[config.mk]
export PLATFORM = sky130hd
export DESIGN_NAME = linear_envelope_generator
export DESIGN_NICKNAME = d
export VERILOG_FILES = /design/src/design/leg_pkg.sv /design/src/design/linear_envelope_generator.sv
export SDC_FILE = /design/constraint.sdc
export NUM_CORES = 1
export LEC_CHECK = 0
export ABC_AREA = 0
export BUFFER_PORTS_ARGS = -buffer_cell sky130_fd_sc_hd__buf_2
export CAP_MARGIN = 40
export CORE_ASPECT_RATIO = 0.5
export CORE_MARGIN = 3
export CORE_UTILIZATION = 45
export CTS_CLUSTER_SIZE = 40
export DETAILED_ROUTE_END_ITERATION = 16
export PLACE_DENSITY = 0.74
export SLEW_MARGIN = 20
export SYNTH_ARGS = -nofsm -noshare
export SYNTH_HDL_FRONTEND = slang
export SYNTH_SLANG_ARGS = --single-unit
[constraint.sdc]
create_clock -name clk -period 7.9 [get_ports clk]
set_clock_uncertainty 0.1 [all_clocks]
set_input_delay 1.185 -clock clk [delete_from_list [all_inputs] [get_ports clk]]
set_output_delay 1.185 -clock clk [all_outputs]
set_load 0.01 [all_outputs]
[src/design/leg_pkg.sv]
`default_nettype none

package leg_pkg;

    localparam int PHASE_PER_HZ = 6087;
    localparam int STEPS_LOG2   = 7;
    localparam int STEPS        = 1 << STEPS_LOG2;
    localparam int ROM_SIZE     = 96;
    localparam int ROM_LAST     = ROM_SIZE - 1;
    localparam int PHASE_W      = 28;
    localparam int INDEX_W      = STEPS_LOG2 + 1;
    localparam int LEVEL_W      = 11;
    localparam int ROM_AW       = 7;
    localparam int NOTE_IGNORE  = 120;
    localparam int NOTE_CLAMP   = 96;

    localparam logic [PHASE_W-1:0] PHASE_MASK = {PHASE_W{1'b1}};

    // register indexes
    localparam logic [1:0] REG_TARGET_TYPE   = 2'd0;
    localparam logic [1:0] REG_ENVELOPE_MODE = 2'd1;
    localparam logic [1:0] REG_RATE_CODE     = 2'd2;
    localparam logic [1:0] REG_KEY_SCALING   = 2'd3;

    // envelope modes
    localparam logic [3:0] MODE_CONST          = 4'd0;
    localparam logic [3:0] MODE_OUT_HOLD_END   = 4'd1;
    localparam logic [3:0] MODE_OUT_HOLD_START = 4'd2;
    localparam logic [3:0] MODE_OUT_REPEAT     = 4'd3;
    localparam logic [3:0] MODE_OUT_FLIP       = 4'd4;
    localparam logic [3:0] MODE_IN_HOLD_END    = 4'd5;
    localparam logic [3:0] MODE_IN_HOLD_START  = 4'd6;
    localparam logic [3:0] MODE_IN_REPEAT      = 4'd7;
    localparam logic [3:0] MODE_IN_FLIP        = 4'd8;

    localparam logic OP_TICK    = 1'b0;
    localparam logic OP_TRIGGER = 1'b1;

    typedef logic [PHASE_W-1:0] step_rom_t [ROM_SIZE];

    localparam logic [24:0] FREQ_Q20 [12] = '{
        25'd16777216, 25'd17774841, 25'd18831788, 25'd19951585,
        25'd21137968, 25'd22394897, 25'd23726566, 25'd25137421,
        25'd26632170, 25'd28215802, 25'd29893600, 25'd31671166
    };

    localparam logic [LEVEL_W-1:0] PITCH_DEPTH [9] = '{
        11'd128, 11'd256, 11'd448, 11'd640, 11'd768,
        11'd896, 11'd1024, 11'd1216, 11'd1408
    };

    localparam logic [LEVEL_W-1:0] PULSE_DEPTH [9] = '{
        11'd64, 11'd96, 11'd128, 11'd192, 11'd256,
        11'd320, 11'd384, 11'd416, 11'd448
    };

    localparam logic [3:0] RATE_OFFSET [4] = '{4'd0, 4'd4, 4'd7, 4'd10};

    // step = round(freq * 2^(row+2) * phase_per_hz), saturated to the phase width
    function automatic step_rom_t build_step_rom();
        step_rom_t   rom;
        logic [63:0] prod;
        logic [63:0] v;
        for (int row = 0; row < 8; row++)
        begin
            for (int semi = 0; semi < 12; semi++)
            begin
                prod = 64'(FREQ_Q20[semi]) * 64'(PHASE_PER_HZ);
                v    = (prod + (64'd1 << (17 - row))) >> (18 - row);
                rom[row * 12 + semi] = (v > 64'(PHASE_MASK)) ? PHASE_MASK : v[PHASE_W-1:0];
            end
        end
        return rom;
    endfunction

    localparam step_rom_t STEP_ROM = build_step_rom();

    // level = (depth * index + steps/2) / steps
    function automatic logic [LEVEL_W-1:0] calc_level(
        input logic               tt,
        input logic [3:0]         row,
        input logic [INDEX_W-1:0] idx
    );
        logic [3:0]         r;
        logic [LEVEL_W-1:0] d;
        logic [18:0]        prod;
        r    = (row <= 4'd8) ? row : 4'd0;
        d    = tt ? PULSE_DEPTH[r] : PITCH_DEPTH[r];
        prod = 19'(d) * 19'(idx) + 19'(STEPS / 2);
        return prod[STEPS_LOG2 +: LEVEL_W];
    endfunction

endpackage

`default_nettype wire

[src/design/linear_envelope_generator.sv]
`default_nettype none
// output: a result is registered from its accepted input transaction
// throughput: one item per cycle; the input stays ready while the output register
// is empty or being drained in the same cycle
// reset: all envelope state, the output valid flag and the configuration return
// to their defaults (rate code 1, key scaling 1, everything else zero); output data is not reset

module linear_envelope_generator (
    input  wire logic        clk,
    input  wire logic        rst_n,
    input  wire logic        s_tvalid,
    output logic             s_tready,
    input  wire logic [15:0] s_tdata,   // note_number[6:0], brightness[10:7], zero pad
    input  wire logic        s_tuser,   // opcode
    output logic             m_tvalid,
    input  wire logic        m_tready,
    output logic [15:0]      m_tdata,   // level[10:0], held[11], zero pad
    input  wire logic        cfg_valid,
    output logic             cfg_ready,
    input  wire logic [1:0]  cfg_index,
    input  wire logic [5:0]  cfg_data
);

    logic                             target_type_reg;
    logic [3:0]                       envelope_mode_reg;
    logic [5:0]                       rate_code_reg;
    logic [3:0]                       key_scaling_reg;

    logic [leg_pkg::PHASE_W-1:0]      phase_acc_reg, phase_acc_next;
    logic [leg_pkg::PHASE_W-1:0]      phase_step_reg, phase_step_next;
    logic [leg_pkg::INDEX_W-1:0]      table_index_reg, table_index_next;
    logic                             alt_flag_reg, alt_flag_next;
    logic [3:0]                       depth_row_reg, depth_row_next;
    logic [leg_pkg::LEVEL_W-1:0]      level_reg, level_next;

    logic                             out_valid_reg;
    logic [leg_pkg::LEVEL_W-1:0]      out_level_reg;
    logic                             out_held_reg;

    logic                             accept;
    logic [6:0]                       note;
    logic [3:0]                       bright;
    logic [3:0]                       mode;
    logic [5:0]                       rate;
    logic [4:0]                       rate_m1;
    logic [3:0]                       ks;
    logic [6:0]                       note_c;
    logic [8:0]                       ks_key;
    logic [7:0]                       entry_sum;
    logic [leg_pkg::ROM_AW-1:0]       entry;
    logic [leg_pkg::PHASE_W:0]        phase_sum;
    logic signed [9:0]                idx_s;
    logic signed [9:0]                delta;
    logic                             update_level;

    assign accept    = s_tvalid && s_tready;
    assign s_tready  = !out_valid_reg || m_tready;
    assign cfg_ready = 1'b1;
    assign note      = s_tdata[6:0];
    assign bright    = s_tdata[10:7];

    assign m_tvalid  = out_valid_reg;
    assign m_tdata   = {4'b0000, out_held_reg, out_level_reg};

    // trigger path: increment rom entry
    always_comb
    begin
        mode    = (envelope_mode_reg <= leg_pkg::MODE_IN_FLIP) ? envelope_mode_reg
                                                               : leg_pkg::MODE_CONST;
        rate    = (rate_code_reg >= 6'd1 && rate_code_reg <= 6'd32) ? rate_code_reg : 6'd1;
        rate_m1 = 5'(rate - 6'd1);
        ks      = (key_scaling_reg >= 4'd1 && key_scaling_reg <= 4'd8) ? key_scaling_reg
                                                                       : 4'd1;
        note_c  = (note > 7'(leg_pkg::NOTE_CLAMP)) ? 7'(leg_pkg::NOTE_CLAMP) : note;
        ks_key  = 9'(ks) * 9'(note_c[6:1]);
        entry_sum = 8'({rate_m1[4:2], 3'b000}) + 8'({rate_m1[4:2], 2'b00})
                  + 8'(leg_pkg::RATE_OFFSET[rate_m1[1:0]]) + 8'(ks_key[8:3]);
        entry   = (entry_sum > 8'(leg_pkg::ROM_LAST)) ? leg_pkg::ROM_AW'(leg_pkg::ROM_LAST)
                                                      : entry_sum[leg_pkg::ROM_AW-1:0];
    end

    // next envelope state
    always_comb
    begin
        phase_acc_next   = phase_acc_reg;
        phase_step_next  = phase_step_reg;
        table_index_next = table_index_reg;
        alt_flag_next    = alt_flag_reg;
        depth_row_next   = depth_row_reg;
        update_level     = 1'b0;
        phase_sum        = {1'b0, phase_acc_reg} + {1'b0, phase_step_reg};
        delta            = 10'sd0;
        idx_s            = $signed({2'b00, table_index_reg});

        if (s_tuser == leg_pkg::OP_TRIGGER)
        begin
            if (note < 7'(leg_pkg::NOTE_IGNORE))
            begin
                phase_step_next  = leg_pkg::STEP_ROM[entry];
                depth_row_next   = (bright >= 4'd1 && bright <= 4'd9) ? 4'(bright - 4'd1)
                                                                      : 4'd0;
                phase_acc_next   = '0;
                table_index_next = (mode >= leg_pkg::MODE_OUT_HOLD_END &&
                                    mode <= leg_pkg::MODE_OUT_FLIP)
                                   ? '0 : leg_pkg::INDEX_W'(leg_pkg::STEPS);
                alt_flag_next    = 1'b0;
                update_level     = 1'b1;
            end
        end
        else if (mode != leg_pkg::MODE_CONST)
        begin
            phase_acc_next = phase_sum[leg_pkg::PHASE_W-1:0];
            if (phase_sum[leg_pkg::PHASE_W])
            begin
                update_level = 1'b1;
                if (alt_flag_reg)
                begin
                    if (mode == leg_pkg::MODE_OUT_FLIP)
                        delta = -10'sd1;
                    else if (mode == leg_pkg::MODE_IN_FLIP)
                        delta = 10'sd1;
                end
                else
                begin
                    delta = (mode <= leg_pkg::MODE_OUT_FLIP) ? 10'sd1 : -10'sd1;
                end
                idx_s = idx_s + delta;
                table_index_next = idx_s[leg_pkg::INDEX_W-1:0];
                if (idx_s > 10'(leg_pkg::STEPS))
                begin
                    table_index_next = leg_pkg::INDEX_W'(leg_pkg::STEPS);
                    case (mode)
                        leg_pkg::MODE_OUT_HOLD_END:   alt_flag_next = 1'b1;
                        leg_pkg::MODE_OUT_HOLD_START:
                        begin
                            table_index_next = '0;
                            alt_flag_next    = 1'b1;
                        end
                        leg_pkg::MODE_OUT_REPEAT:     table_index_next = '0;
                        leg_pkg::MODE_OUT_FLIP:       alt_flag_next = 1'b1;
                        leg_pkg::MODE_IN_FLIP:        alt_flag_next = 1'b0;
                        default:                      alt_flag_next = alt_flag_reg;
                    endcase
                end
                else if (idx_s < 10'sd0)
                begin
                    table_index_next = '0;
                    case (mode)
                        leg_pkg::MODE_IN_HOLD_END:    alt_flag_next = 1'b1;
                        leg_pkg::MODE_IN_HOLD_START:
                        begin
                            table_index_next = leg_pkg::INDEX_W'(leg_pkg::STEPS);
                            alt_flag_next    = 1'b1;
                        end
                        leg_pkg::MODE_IN_REPEAT:
                            table_index_next = leg_pkg::INDEX_W'(leg_pkg::STEPS);
                        leg_pkg::MODE_IN_FLIP:        alt_flag_next = 1'b1;
                        leg_pkg::MODE_OUT_FLIP:       alt_flag_next = 1'b0;
                        default:                      alt_flag_next = alt_flag_reg;
                    endcase
                end
            end
        end

        level_next = update_level
                   ? leg_pkg::calc_level(target_type_reg, depth_row_next, table_index_next)
                   : level_reg;
    end

    always_ff @(posedge clk or negedge rst_n)
    begin
        if (!rst_n)
        begin
            target_type_reg   <= 1'b0;
            envelope_mode_reg <= leg_pkg::MODE_CONST;
            rate_code_reg     <= 6'd1;
            key_scaling_reg   <= 4'd1;
        end
        else if (cfg_valid && cfg_ready)
        begin
            unique case (cfg_index)
                leg_pkg::REG_TARGET_TYPE:   target_type_reg   <= cfg_data[0];
                leg_pkg::REG_ENVELOPE_MODE: envelope_mode_reg <= cfg_data[3:0];
                leg_pkg::REG_RATE_CODE:     rate_code_reg     <= cfg_data;
                leg_pkg::REG_KEY_SCALING:   key_scaling_reg   <= cfg_data[3:0];
            endcase
        end
    end

    always_ff @(posedge clk or negedge rst_n)
    begin
        if (!rst_n)
        begin
            phase_acc_reg   <= '0;
            phase_step_reg  <= '0;
            table_index_reg <= '0;
            alt_flag_reg    <= 1'b0;
            depth_row_reg   <= '0;
            level_reg       <= '0;
        end
        else if (accept)
        begin
            phase_acc_reg   <= phase_acc_next;
            phase_step_reg  <= phase_step_next;
            table_index_reg <= table_index_next;
            alt_flag_reg    <= alt_flag_next;
            depth_row_reg   <= depth_row_next;
            level_reg       <= level_next;
        end
    end

    // output register
    always_ff @(posedge clk or negedge rst_n)
    begin
        if (!rst_n)
        begin
            out_valid_reg <= 1'b0;
        end
        else if (accept)
        begin
            out_valid_reg <= 1'b1;
        end
        else if (m_tready)
        begin
            out_valid_reg <= 1'b0;
        end
    end

    always_ff @(posedge clk)
    begin
        if (accept)
        begin
            out_level_reg <= level_next;
            out_held_reg  <= alt_flag_next;
        end
    end

endmodule

`default_nettype wire
After elaboration in Yosys (flattened, before gate mapping) --
Memory sizes are Yosys's and may differ from the RTL's. A register that Yosys moved wholly into a read port is not among the register bits. Index checks and enable logic that the tools add are counted.
Storage, ports and cells: register bits 80, bits in read-only memories 3936, output and inout bits 19, memories 3
Cells by class: $add $sub $neg 8, multiply operators 2, $lt $le $gt $ge 17, equal/unequal tests 12, multiplexer cells 51, bitwise operators 3, reduce and logical (&&, ||, !) cells 22
Memory list:
- (no name shown) | depth 128, bits a word 28, read ports 1, clocked after Yosys merged registers in 1, wr ports 0, RTL line linear_envelope_generator.sv:99 | phase_step_next = leg_pkg::STEP_ROM[entry];
- (no name shown) | depth 16, bits a word 11, read ports 1, clocked after Yosys merged registers in 0, wr ports 0, RTL line leg_pkg.sv:88 | d = tt ? PULSE_DEPTH[r] : PITCH_DEPTH[r];
- (no name shown) | depth 16, bits a word 11, read ports 1, clocked after Yosys merged registers in 0, wr ports 0, RTL line leg_pkg.sv:88
Operators by type and width (count):
- two-way mux 28 bit | 3
- two-way mux 8 bit | 9
- two-way mux 11 bit | 6
- two-way mux 10 bit | 6
- two-way mux 4 bit | 8
- adder 28 x 28 -> 29 bit | 1
- adder 18 x 7 -> 18 bit, second input constant | 1
- multiplier 11 x 8 -> 18 bit | 1
- equality test 4 x 3 -> 1 bit, second input constant | 4
- <= comparator 4 bit, second input constant | 4
- two-way mux 7 bit | 2
- two-way mux 1 bit | 13
- >= comparator 4 x 1 -> 1 bit, second input constant | 3
- adder 9 x 10 -> 10 bit | 1
- > comparator 10 x 9 -> 1 bit, second input constant | 1
- < comparator 10 x 1 -> 1 bit, second input constant | 1
- multiplier 4 x 6 -> 9 bit | 1
- adder 7 x 4 -> 8 bit | 1
- adder 8 x 6 -> 8 bit | 1
- binary-select mux 4 bit (select 2 bit) | 1
- equality test 4 x 2 -> 1 bit, second input constant | 2
- > comparator 8 x 7 -> 1 bit, second input constant | 1
- inverter 7 -> 8 bit | 1
- AND reduction 2 bit | 4
- 28 further kinds | 39

Depth between registers and ports, before layout --
word-level depth 19, mapped depth 35

Worst setup path after synthesis --
No wires, ideal clock.
path kind input -> register, start input port s_tdata[5], end register phase_step_reg[19] in the netlist's numbering, arrival time 8.159 ns, required time 7.664 ns, setup slack -0.495 ns, stages 27, path buffers 2, path through nand2_1 -> clkbuf_1 -> nand3_1 -> fa_1 -> fa_1 -> inv_1 -> fa_1 -> a21o_1 -> a21oi_1 -> xnor2_1 -> fa_1 -> fa_1 -> fa_1 -> a21o_1 -> a21oi_1 -> o22a_1 -> o21ai_0 -> clkbuf_1 -> nor2_1 -> inv_1 -> ha_1 -> a2111oi_0 -> o21ai_0 -> nand3_1 -> o221ai_1 -> a32oi_1 -> o21ai_0
Between the ends: word-level cells in the longest chain between the ends 7
RTL lines:
- from (decl) | RTL line linear_envelope_generator.sv:13 | input wire logic [15:0] s_tdata,
- > comparator 7 bit | RTL line linear_envelope_generator.sv:74 | note_c = (note > 7'(leg_pkg::NOTE_CLAMP)) ? 7'(leg_pkg::NOTE_CLAMP) : note;
- two-way mux 7 bit | RTL line linear_envelope_generator.sv:74
- multiplier 4 x 6 -> 9 bit | RTL line linear_envelope_generator.sv:75 | ks_key = 9'(ks) * 9'(note_c[6:1]);
- adder 8 x 6 -> 8 bit | RTL line linear_envelope_generator.sv:77 | + 8'(leg_pkg::RATE_OFFSET[rate_m1[1:0]]) + 8'(ks_key[8:3]);
- > comparator 8 x 7 -> 1 bit | RTL line linear_envelope_generator.sv:78 | entry = (entry_sum > 8'(leg_pkg::ROM_LAST)) ? leg_pkg::ROM_AW'(leg_pkg::ROM_LAST)
- two-way mux 7 bit | RTL line linear_envelope_generator.sv:78
- inverter 7 -> 8 bit (implied by the code) | RTL line linear_envelope_generator.sv:99
- to (decl) | RTL line linear_envelope_generator.sv:30 | logic [leg_pkg::PHASE_W-1:0] phase_step_reg, phase_step_next;
Several ways; a longest one is shown, not always the timed one. A chain may end at the register's enable or synchronous reset.

Worst setup path in the final report --
start register envelope_mode_reg[2], end register out_level_reg[10] in the netlist's numbering (data pin)
Between the ends: word-level cells in the longest chain between the ends 19
RTL lines:
- from (decl) | RTL line linear_envelope_generator.sv:25 | logic [3:0] envelope_mode_reg;
- from (signal assigned) | RTL line linear_envelope_generator.sv:175 | envelope_mode_reg <= leg_pkg::MODE_CONST;
- from (signal assigned) | RTL line linear_envelope_generator.sv:183 | leg_pkg::REG_ENVELOPE_MODE: envelope_mode_reg <= cfg_data[3:0];
- <= comparator 4 bit | RTL line linear_envelope_generator.sv:68 | mode = (envelope_mode_reg <= leg_pkg::MODE_IN_FLIP) ? envelope_mode_reg
- two-way mux 4 bit * | RTL line linear_envelope_generator.sv:68
- branches (longest 16 deep; another with adder 9 x 10 -> 10 bit)
- two-way mux 11 bit * | RTL line linear_envelope_generator.sv:166 | ? leg_pkg::calc_level(target_type_reg, depth_row_next, table_index_next)
- net level_next (one bit) | RTL line linear_envelope_generator.sv:34 | logic [leg_pkg::LEVEL_W-1:0] level_reg, level_next;
- to (signal assigned) | RTL line linear_envelope_generator.sv:233 | out_level_reg <= level_next;
- to (decl) | RTL line linear_envelope_generator.sv:37 | logic [leg_pkg::LEVEL_W-1:0] out_level_reg;
Mark *: on every way through the listed nets, which the timed path passes. The select of a mux whose other input is x is not followed.

==> results.md <==
- Most frequent cells in the layout: 164 x buf_4, 142 x nand2_1, 120 x nor2_1, 109 x ha_1, 106 x o21ai_0
- Initial antenna violation count: 0
- Ant diodes: 0
- Die Width: 237 um
- Post-place setup slack: -213 ps
- Final worst setup slack: 293 ps
- Setup TNS: 0 ps
- Crit path required time: 7900 ps
- Port buffer count: 37
- DRC: 0
- Initial Util: 46.8%
- Register-to-register setup slack: 290 ps
- Core area: 25800 sq um
- Yosys cell types: 88
- Crit path largest cell delay: 540 ps
- Fmax: 131 MHz
- Slew HR: 46.5%
- Post-route minimum period: 7610 ps
- GP Congestion: 1.03
- Worst setup path start: envelope_mode_reg[2]
- Detailed Routing Iterations Pass 1: 6
- First-pass GRT wire length: 57000 um
- Nets: 1794
- Synth area leader: dfrtp_1
- Async set-reset flop share out of synthesis: 88.8%
- Worst r2r src: envelope_mode_reg[2]
- CTS tree: built
- Final ANT Viol Nets: 0
- Max Slew Vio Count: 0
- Number of global-route vias before repair: 11300
- Status: finished clean
- HPWL after detailed placement: 26700 um
- Cts bufs inserted: 9
- Grt total ovfl: 0
- Aggregate global-route resource usage: 24.1%
- Clk sinks: 107
- Worst path slowest cell: fa_1
- Fin Hold WS: 376 ps
- Final number of hold-violating endpoints: 0
- Worst hold start: level_reg[1]
- DRC marker count from the first detailed-route iteration: 1332
- Synth area leaders: dfrtp_1 19%, ha_1 12%, fa_1 6.6%, o21ai_0 4.7%, nand2_1 4.5%
- Cell mode on critical path: fa_1
- Max-Cap Viols: 0
- Pin count of the biggest net entering global routing: 52
- Register area share after synthesis: 22.7%
- Clk buf depth: 2
- CTS root buf: clkbuf_16
- Io pins: 49
- Placed Cells: 1932
- Setup violators final: 0
- Arrival time worst endpoint: 7610 ps
- Die footprint: 28900 sq um
- Post-DR wirelength/cell: 18.0 um
- Setup CP Type: reg -> reg
- Clock Latency Late Sink: 360 ps
- FP Rows: 41
- Crit share post-route: 96.3%
- Clk pin slew, worst setup/hold paths: 80 ps
- Finished Layout Cells: 1959
- CP Launch Type: flip-flop
- Ys flop type: dfrtp_1
- Largest register FFs: 28
- H-tree levels: 3
- Synthesized area: 12100 sq um
- Synthesized flop and latch total: 107
- Area grow syn2layout: 18.4%
- Via count: 11900
- Layout cells sized above 1: 20.6%
- Cells after synthesis: 1473
- Worst setup EP type: flip-flop
- Least-Margin Pin Slew: 797 ps
- Die Y: 122 um
- CP Max Fanout: 7
- Worst hold path class: reg -> reg
- Commonest non-fill, non-tap cell in the layout: buf_4
- Yosys warning total: 0
- Number of synthesized flops with an enable pin: 12
- RSZ-0062 raised after global routing: yes
- Syn Area/Cell: 8.18 sq um
- Vias/cell: 6.09
- Yosys top cell area share: 19.3%
- Total wire length: 35300 um
-- area by class of cell --
type                            count  area (sq um)
Fill cell                        2341         11500
Sequential cell                   107          2740
Timing Repair Buffer              207          1540
Multi-Input combinational cell   1193          8910
Clock buffer                        9           225
Clock inverter                      7          83.8
Inverter                           92           345
Tap cell                          344           430
-- per-stage QoR --
stage / cell area [sq um] / utilization [%]
floorplan: 12100 / -
global placement: 13600 / 52.8
detailed placement: 13600 / 52.9
CTS: 14000 / 54.5
global route: 14300 / 55.4
finish: 14300 / 55.4
-- synthesized netlist by cell type (all sizes together), types with 25 or more instances --
cell type and number:
ha 114, inv 90, nand2 144, fa 40, a22o 36, a21oi 91
xnor2 35, dfrtp 93, nand3 41, clkbuf 60, nor2 126, o21ai 119
a211oi 30, mux2 25
-- final timing paths --
path | to | cells after the start
max | out_level_reg[10] | 30
min | level_reg[1] | 2
max reg2reg | out_level_reg[10] | 30
min reg2reg | level_reg[1] | 2
max in group asynchronous | envelope_mode_reg[2] | 2
min in group asynchronous | phase_step_reg[6] | 1
-- worst max-delay path: cells and delay by family, from the launching register on --
kind | cells | cell delay, ps
adders and majority gates | 7 | 2890
AOI/OAI and AO/OA | 10 | 1880
and+or+nand+nor | 6 | 1250
buffers and inverters | 5 | 480
DFF | 1 | 470
xor gates and xnor gates | 1 | 140
muxes | 1 | 130
-- logic make-up (layout without fill, tap and decap cells) --
kind of cell	after synthesis	after routing	share of synthesized area [%]
adder cells (fa/ha/maj)	154	154	18.5
AO/OA/AOI/OAI	481	481	27.2
multiplexers	42	42	3.75
buffers and inverters	176	315	5.91
flip-flops	107	107	22.7
XOR/XNOR	55	55	4.00
other	2	5	0.0623
AND/OR/NAND/NOR	456	456	17.9
-- metal layers --
layer | vias up | global-route usage (%) | routed length [um]
met1 | 5638 | 32.2 | 15600
met2 | 565 | 38.3 | 15600
met3 | 114 | 5.32 | 2990
li1 | 5620 | - | -
met4 | 0 | 9.33 | 1190
met5 | - | 0 | 0
-- what timing repair did --
action | in CTS | in global routing
hold buffers | 0 | 0
setup buffers | 5 | 6
gates cloned | 0 | 0
gates resized for setup | 21 | 44
pin swaps | 10 | 31
endpoints found under the setup margin | 3 | 22
Power is not shown: default switching activity piles up to over one toggle a cycle in this logic, so the estimate is an artifact.
